File: config.mk
export PLATFORM = sky130hd
export DESIGN_NAME = lspf_ctrl
export DESIGN_NICKNAME = d
export VERILOG_FILES = /design/src/lspf_pkg.sv /design/src/lspf_ctrl.sv
export SDC_FILE = /design/constraint.sdc
export NUM_CORES = 1
export LEC_CHECK = 0
export ABC_CLOCK_PERIOD_IN_PS = 4530
export BUFFER_PORTS_ARGS = -buffer_cell sky130_fd_sc_hd__buf_2
export CORE_UTILIZATION = 60
export CTS_BUF_LIST = sky130_fd_sc_hd__clkbuf_2 sky130_fd_sc_hd__clkbuf_4 sky130_fd_sc_hd__clkbuf_8
export DETAILED_ROUTE_END_ITERATION = 16
export GPL_TIMING_DRIVEN = 1
export PLACE_DENSITY = 0.91
export REMOVE_ABC_BUFFERS = 1
export SYNTH_ARGS = -nofsm -noshare
export SYNTH_HDL_FRONTEND = slang
export SYNTH_SLANG_ARGS = --single-unit
File: constraint.sdc
create_clock -name clk -period 4.53 [get_ports clk]
set_clock_uncertainty 0.1 [all_clocks]
set_input_delay 1.1325 -clock clk [delete_from_list [all_inputs] [get_ports clk]]
set_output_delay 1.1325 -clock clk [all_outputs]
set_load 0.05 [all_outputs]
File: src/lspf_pkg.sv
// Shared types, codes and matrix-entry lookup for the least-squares plane fit.
// No dependencies.
package lspf_pkg;

  typedef struct packed {
    logic signed [19:0] coord_x;
    logic signed [19:0] coord_y;
    logic signed [19:0] coord_z;
    logic               last_atom;
  } atom_t;

  typedef struct packed {
    logic signed [31:0] slope_x;
    logic signed [31:0] slope_y;
    logic signed [31:0] offset;
    logic        [1:0]  fit_status;
  } fit_t;

  localparam logic [1:0] ST_OK       = 2'd0;
  localparam logic [1:0] ST_SINGULAR = 2'd1;
  localparam logic [1:0] ST_OVERFLOW = 2'd2;

  // operand codes
  localparam logic [3:0] E_SXX = 4'd0;
  localparam logic [3:0] E_SXY = 4'd1;
  localparam logic [3:0] E_SX  = 4'd2;
  localparam logic [3:0] E_SYY = 4'd3;
  localparam logic [3:0] E_SY  = 4'd4;
  localparam logic [3:0] E_N   = 4'd5;
  localparam logic [3:0] E_SXZ = 4'd6;
  localparam logic [3:0] E_SYZ = 4'd7;
  localparam logic [3:0] E_SZ  = 4'd8;

  localparam logic [1:0] COL_NONE = 2'd3;

  typedef struct packed {
    logic       acc;
    logic       mload;
    logic       mstep;
    logic       mcommit;
    logic [3:0] x_code;
    logic [3:0] y_code;
    logic       x_is_t;
    logic       tgt_d;
    logic       first;
    logic       neg;
    logic       clr_d;
    logic       det_save;
    logic       dload;
    logic       sh8;
    logic       dstep;
    logic       dfin;
    logic [1:0] col;
    logic       emit;
    logic [1:0] status;
  } cmd_t;

  typedef struct packed {
    logic ovf;
    logic det_zero;
  } stat_t;

  // entry (row, col) of the normal matrix with column sub replaced by the rhs
  function automatic logic [3:0] entry_code(input logic [1:0] r, input logic [1:0] c,
                                            input logic [1:0] sub);
    logic [3:0] code;
    code = E_N;
    if (c == sub) begin
      unique case (r)
        2'd0:    code = E_SXZ;
        2'd1:    code = E_SYZ;
        default: code = E_SZ;
      endcase
    end else begin
      unique case ({r, c})
        4'b0000: code = E_SXX;
        4'b0001: code = E_SXY;
        4'b0010: code = E_SX;
        4'b0100: code = E_SXY;
        4'b0101: code = E_SYY;
        4'b0110: code = E_SY;
        4'b1000: code = E_SX;
        4'b1001: code = E_SY;
        default: code = E_N;
      endcase
    end
    return code;
  endfunction

endpackage

File: src/lspf_ctrl.sv
// Controller: sequences accumulation, the four 3x3 determinants, the three
// divisions and the result transaction. Depends on lspf_pkg.
module lspf_ctrl #(
  parameter int MAX_ATOMS = 64
) (
  input  logic            clk,
  input  logic            rst,
  input  logic            start,
  input  logic            last_atom,
  input  lspf_pkg::stat_t stat,
  output logic            busy,
  output lspf_pkg::cmd_t  cmd
);
  localparam int N_W    = $clog2(MAX_ATOMS + 1);
  localparam int SUM2_W = 40 + N_W;
  localparam int WW     = 3 * SUM2_W + 18;
  localparam int C_W    = $clog2(WW);

  localparam logic [3:0] S_IDLE    = 4'd0;
  localparam logic [3:0] S_CHECK   = 4'd1;
  localparam logic [3:0] S_MLOAD   = 4'd2;
  localparam logic [3:0] S_MSTEP   = 4'd3;
  localparam logic [3:0] S_MCOMMIT = 4'd4;
  localparam logic [3:0] S_DETDONE = 4'd5;
  localparam logic [3:0] S_DLOAD   = 4'd6;
  localparam logic [3:0] S_DSTEP   = 4'd7;
  localparam logic [3:0] S_DFIN    = 4'd8;
  localparam logic [3:0] S_EMIT    = 4'd9;

  logic [3:0]     state;
  logic [1:0]     k, p, col, status;
  logic [C_W-1:0] bitcnt;
  logic [1:0]     c1, c2;

  assign busy = (state != S_IDLE);
  assign c1 = (k == 2'd0) ? 2'd1 : 2'd0;
  assign c2 = (k == 2'd2) ? 2'd1 : 2'd2;

  always_comb begin
    cmd          = '0;
    cmd.acc      = (state == S_IDLE) && start;
    cmd.mload    = (state == S_MLOAD);
    cmd.mstep    = (state == S_MSTEP);
    cmd.mcommit  = (state == S_MCOMMIT);
    cmd.x_is_t   = (p == 2'd2);
    cmd.tgt_d    = (p == 2'd2);
    cmd.first    = (p == 2'd0);
    cmd.neg      = (p == 2'd1) || ((p == 2'd2) && (k == 2'd1));
    cmd.clr_d    = (k == 2'd0) && (p == 2'd0);
    cmd.det_save = (state == S_DETDONE) && (col == lspf_pkg::COL_NONE);
    cmd.dload    = (state == S_DLOAD);
    cmd.sh8      = (col == 2'd2);
    cmd.dstep    = (state == S_DSTEP);
    cmd.dfin     = (state == S_DFIN);
    cmd.col      = col;
    cmd.emit     = (state == S_EMIT);
    cmd.status   = status;
    unique case (p)
      2'd0: begin
        cmd.x_code = lspf_pkg::entry_code(2'd2, c2, col);
        cmd.y_code = lspf_pkg::entry_code(2'd1, c1, col);
      end
      2'd1: begin
        cmd.x_code = lspf_pkg::entry_code(2'd2, c1, col);
        cmd.y_code = lspf_pkg::entry_code(2'd1, c2, col);
      end
      default: begin
        cmd.x_code = lspf_pkg::E_N;
        cmd.y_code = lspf_pkg::entry_code(2'd0, k, col);
      end
    endcase
  end

  always_ff @(posedge clk) begin
    if (rst) begin
      state  <= S_IDLE;
      k      <= '0;
      p      <= '0;
      col    <= lspf_pkg::COL_NONE;
      status <= lspf_pkg::ST_OK;
      bitcnt <= '0;
    end else begin
      unique case (state)
        S_IDLE: begin
          if (start && last_atom) begin
            state <= S_CHECK;
          end
        end
        S_CHECK: begin
          k   <= '0;
          p   <= '0;
          col <= lspf_pkg::COL_NONE;
          if (stat.ovf) begin
            status <= lspf_pkg::ST_OVERFLOW;
            state  <= S_EMIT;
          end else begin
            state <= S_MLOAD;
          end
        end
        S_MLOAD: begin
          bitcnt <= '0;
          state  <= S_MSTEP;
        end
        S_MSTEP: begin
          bitcnt <= bitcnt + 1'b1;
          if (bitcnt == C_W'(SUM2_W - 1)) begin
            state <= S_MCOMMIT;
          end
        end
        S_MCOMMIT: begin
          if (p == 2'd2) begin
            p <= '0;
            if (k == 2'd2) begin
              k     <= '0;
              state <= S_DETDONE;
            end else begin
              k     <= k + 1'b1;
              state <= S_MLOAD;
            end
          end else begin
            p     <= p + 1'b1;
            state <= S_MLOAD;
          end
        end
        S_DETDONE: begin
          if (col == lspf_pkg::COL_NONE) begin
            if (stat.det_zero) begin
              status <= lspf_pkg::ST_SINGULAR;
              state  <= S_EMIT;
            end else begin
              col   <= 2'd0;
              state <= S_MLOAD;
            end
          end else begin
            state <= S_DLOAD;
          end
        end
        S_DLOAD: begin
          bitcnt <= '0;
          state  <= S_DSTEP;
        end
        S_DSTEP: begin
          bitcnt <= bitcnt + 1'b1;
          if (bitcnt == C_W'(WW - 1)) begin
            state <= S_DFIN;
          end
        end
        S_DFIN: begin
          if (col == 2'd2) begin
            status <= lspf_pkg::ST_OK;
            state  <= S_EMIT;
          end else begin
            col   <= col + 1'b1;
            state <= S_MLOAD;
          end
        end
        S_EMIT: begin
          state <= S_IDLE;
        end
        default: begin
          state <= S_IDLE;
        end
      endcase
    end
  end

endmodule

Word level (Yosys, flattened, before mapping)
Index checks and enable logic that the tools add are counted.

cells by class
  shift operators = 0
  multiplexer cells = 38
  magnitude comparators = 0
  divide/modulo/power cells = 0
  multiply operators = 0
  $add $sub $neg = 4
  bitwise operators = 0
  reductions and logical operators = 21
  equal/unequal tests = 34

operators with widths
  kind                 count
  $mux 4               10
  $pmux 4 s9           1
  $pmux 8 s2           2
  $pmux 3 s3           3
  $mux 2               11
  $eq 4x3->1 const B   4
  $mux 3               4
  $pmux 2 s3           2
  $pmux 3 s2           2
  $eq 2x2->1 const B   5
  $ne 2x1->1 const B   5
  $ne 2x2->1 const B   5
  $add 8x1->8 const B  1
  $eq 4x2->1 const B   2
  $eq 4x4->1 const B   2
  $eq 8x6->1 const B   1
  $eq 8x8->1 const B   1
  $logic_not 2->1      4
  $pmux 2 s2           2
  $add 2x1->2 const B  3
  $eq 2x1->1 const B   3
  $logic_and 1x1->1    5
  $reduce_and 5->1     1
  $eq 2x2->1           2
  other kinds (14)     16

word-level totals
  ROM bits = 0
  memories kept = 0
  register bits after elaboration = 20
  output and inout port bits = 28
  bits in writable memories = 0
  latch bits = 0
  bits of input ports = 6
  logic and storage cells = 103

Logic depth before layout (Yosys ltp)
  depth after elaboration = 6
  gate-level depth with buffers = 7
  mapped depth without buffers = 6

Worst setup path before layout
No wires, ideal clock.

  path kind = register to output
  from = register col[1]
  to = output port cmd[20] (netlist name)
  data required time = 3.298 ns
  buffers on the path = 1
  slack = 0.659 ns
  cell stages (with the launch flop) = 4
  arrival time = 2.638 ns
  path through = dfxtp_1 > clkbuf_1 > nor2_1 > nor4_1

RTL lines
  element                 line              source
  start, declared         lspf_ctrl.sv:31   logic [1:0] k, p, col, status;
  start signal, assigned  lspf_ctrl.sv:79   col <= lspf_pkg::COL_NONE;
  start signal, assigned  lspf_ctrl.sv:92   col <= lspf_pkg::COL_NONE;
  start signal, assigned  lspf_ctrl.sv:153  col <= col + 1'b1;
  end, declared           lspf_ctrl.sv:12   output lspf_pkg::cmd_t cmd

==> impl_metrics.yaml <==
status:
  status: "finished, final reports clean"
power_and_ir_drop:
  power_density_nw_per_um2: 453
  power_w: 0.000805
  leakage_nw: 0.719
  irDropWorstVdd_uv: 310
die:
  die_x_um: 54.8
  io_pins: 34
  die_h_um: 54.8
  core_area_um2: 2570
  dieArea_um2: 3010
  rows: 18
  start_util: 0.652
cells_and_area:
  antenna_cells: 0
  drive_above_1_share: 0.174
  seq_area_um2: 400
  n_fill_cell: 229
  nNetsFinal: 247
  multi_input_area_um2: 1120
  final_common_cell: "buf_2"
  layout_common_cells: "buf_2, nor2_1, dfxtp_1, a21oi_1, nand2_1"
  syn2layout_area_growth_pct: 6.05
global_route:
  grt_max_degree: 23
  grt_pass1_vias: 1336
  grt_util_all_layers: 0.265
  antenna_found_initial: 0
  grt_overflow: 0
  grt_pass1_wl_um: 5840
route:
  num_vias: 1667
  drt_iter0_markers: 91
  wl_per_cell_um: 14.1
  ant_nets: 0
  finalWirelength_um: 3730
  vias_per_cell: 6.29
  firstDrtPassIters: 4
  drc: 0
synth:
  ys_seq_area_frac: 0.239
  yosysWarnings: 0
  postSynthCellCount: 222
  async_flop_share: 0
  synth_area_um2: 1670
  synth_edf_count: 0
  synth_cell_types: 59
  yosys_register_bits: 20
  syn_area_per_cell_um2: 7.54
  synthFlopType: "dfxtp_1"
setup_path:
  crit_fanout: 20
  crit_path_start_kind: "flip-flop"
  end_kind: "output port"
  cp_top_family: "flip-flops"
  slowest_delay_ps: 800
  cp.required_ps: 3300
  path_buf_inv: 2
  arrival_ps: 2220
  criticalPathCategory: "flip-flop to output port"
  cp_cell_sequence: "nand2b_1 -> nor2_1 -> nand2_1 -> inv_1 -> buf_2"
  critPathSlowestCell: "dfxtp_1"
clock_network:
  clk_path_buf_depth: 2
  clk_pin_slew_ps: 110
  cts_inserted_buffers: 3
  cts-root-buf: "clkbuf_4"
  clk_latency_ps: 300
  htreeDepth: 1
  cts_setup_buffers: 0
  ctsResizeCount: 0
  hold_buffers: 0
  cts.sinks: 20
  cts_tree: "yes"
placement:
  place_ws_ps: 1480
  port_buffers: 32
  gp_congestion: 0.838
  hpwl_um: 2590
sta:
  slew_viol_final: 0
  fmaxAchievable_mhz: 290
  max_slew_margin: 0.450
  whs_ps: 373
  fin_crit_ps: 3450
  worst_slack_ps: 1080
  rsz0062_at_grt: "false"
  setup_viol: 0
  finalSetupTns_ps: 0
  finalHoldViolations: 0
  fin_crit_sh: 0.762
  tightest_slew_ps: 825
flow_run:
  maxCapViolations: 0
min_path:
  min_path_type: "flip-flop to flip-flop"
routing by layer:
layer  GRT usage  routed length, um  vias up
met4      0.0513                 15        0
met3      0.0639                206        2
met5           0                  0        -
li1            -                  -      840
met2       0.410               1750       56
met1       0.370               1760      769
layout make-up:
cell class / count / share of cell area
tap: 30 / 0.0211
inverter: 8 / 0.0169
clock buffer: 3 / 0.0127
timing repair buffer: 32 / 0.0902
sequential: 20 / 0.226
multi-input combinational: 172 / 0.634
worst min-delay path, cell delays in order, from the launching register on:
cell and delay, ps:
dfxtp_1 330, inv_1 50, a211oi_1 60
power by group:
| group | total, W | switching (W) | internal (W) |
|---|---|---|---|
| clock network | 0.0000817 | 0.0000507 | 0.0000310 |
| logic | 0.000443 | 0.000300 | 0.000144 |
| registers | 0.000280 | 0.0000852 | 0.000195 |
| total | 0.000805 | 0.000435 | 0.000370 |
final timing paths:
path                            startpoint   endpoint  slack, ps  cells past startpoint
worst max-delay path              state[1]     cmd[6]       1080                      5
worst min-delay path             status[1]  status[1]        370                      2
worst max register to register      col[0]     col[0]       2220                      6
worst min register to register   status[1]  status[1]        370                      2
registers in the layout, summed over array words and instances, names as in the netlist:
name and count:
bitcnt 8, state 4, col 2, k 2, p 2, status 2
Yosys cell counts, types with 2 or more instances:
master | n | area share
a21o_1 | 7 | 0.031
a21oi_1 | 17 | 0.051
a221o_1 | 2 | 0.012
a221oi_1 | 2 | 0.010
a22oi_1 | 4 | 0.018
a311oi_1 | 3 | 0.016
a31oi_1 | 3 | 0.011
and3_1 | 3 | 0.011
and4b_1 | 2 | 0.012
buf_2 | 2 | 0.0060
buf_4 | 3 | 0.013
buf_6 | 3 | 0.020
clkbuf_1 | 13 | 0.029
dfxtp_1 | 20 | 0.24
ha_1 | 4 | 0.030
inv_1 | 7 | 0.016
mux2i_1 | 3 | 0.018
nand2_1 | 13 | 0.029
nand2b_1 | 5 | 0.019
nand3_1 | 5 | 0.015
nand3b_1 | 6 | 0.027
nand4_1 | 3 | 0.011
nand4b_1 | 2 | 0.010
nor2_1 | 31 | 0.070
nor2b_1 | 4 | 0.015
nor3_1 | 5 | 0.015
nor3b_1 | 2 | 0.0090
nor4_1 | 3 | 0.011
o21ai_0 | 10 | 0.030
o22ai_1 | 2 | 0.0075
o32ai_1 | 2 | 0.010
or2_1 | 2 | 0.0075
xor2_1 | 3 | 0.016
stage by stage:
| step | area [um^2] | utilization | instances |
|---|---|---|---|
| finish | 1780 | 0.692 | 265 |
| detailed placement | 1750 | 0.683 | 262 |
| floorplan | 1560 | - | 200 |
| global placement | 1750 | 0.683 | 262 |
| global route | 1780 | 0.692 | 265 |
| CTS | 1780 | 0.692 | 265 |
cells by family after synthesis:
group	count (synthesis)	synth area share
buffers and inverters	30	0.0889
AND/OR/NAND/NOR	93	0.321
multiplexers	3	0.0179
XOR/XNOR	4	0.0209
flip-flops	20	0.239
AO/OA/AOI/OAI	67	0.280
other	1	0.00224
adder cells (fa/ha/maj)	4	0.0299
Power figures use the tool's default switching activity.
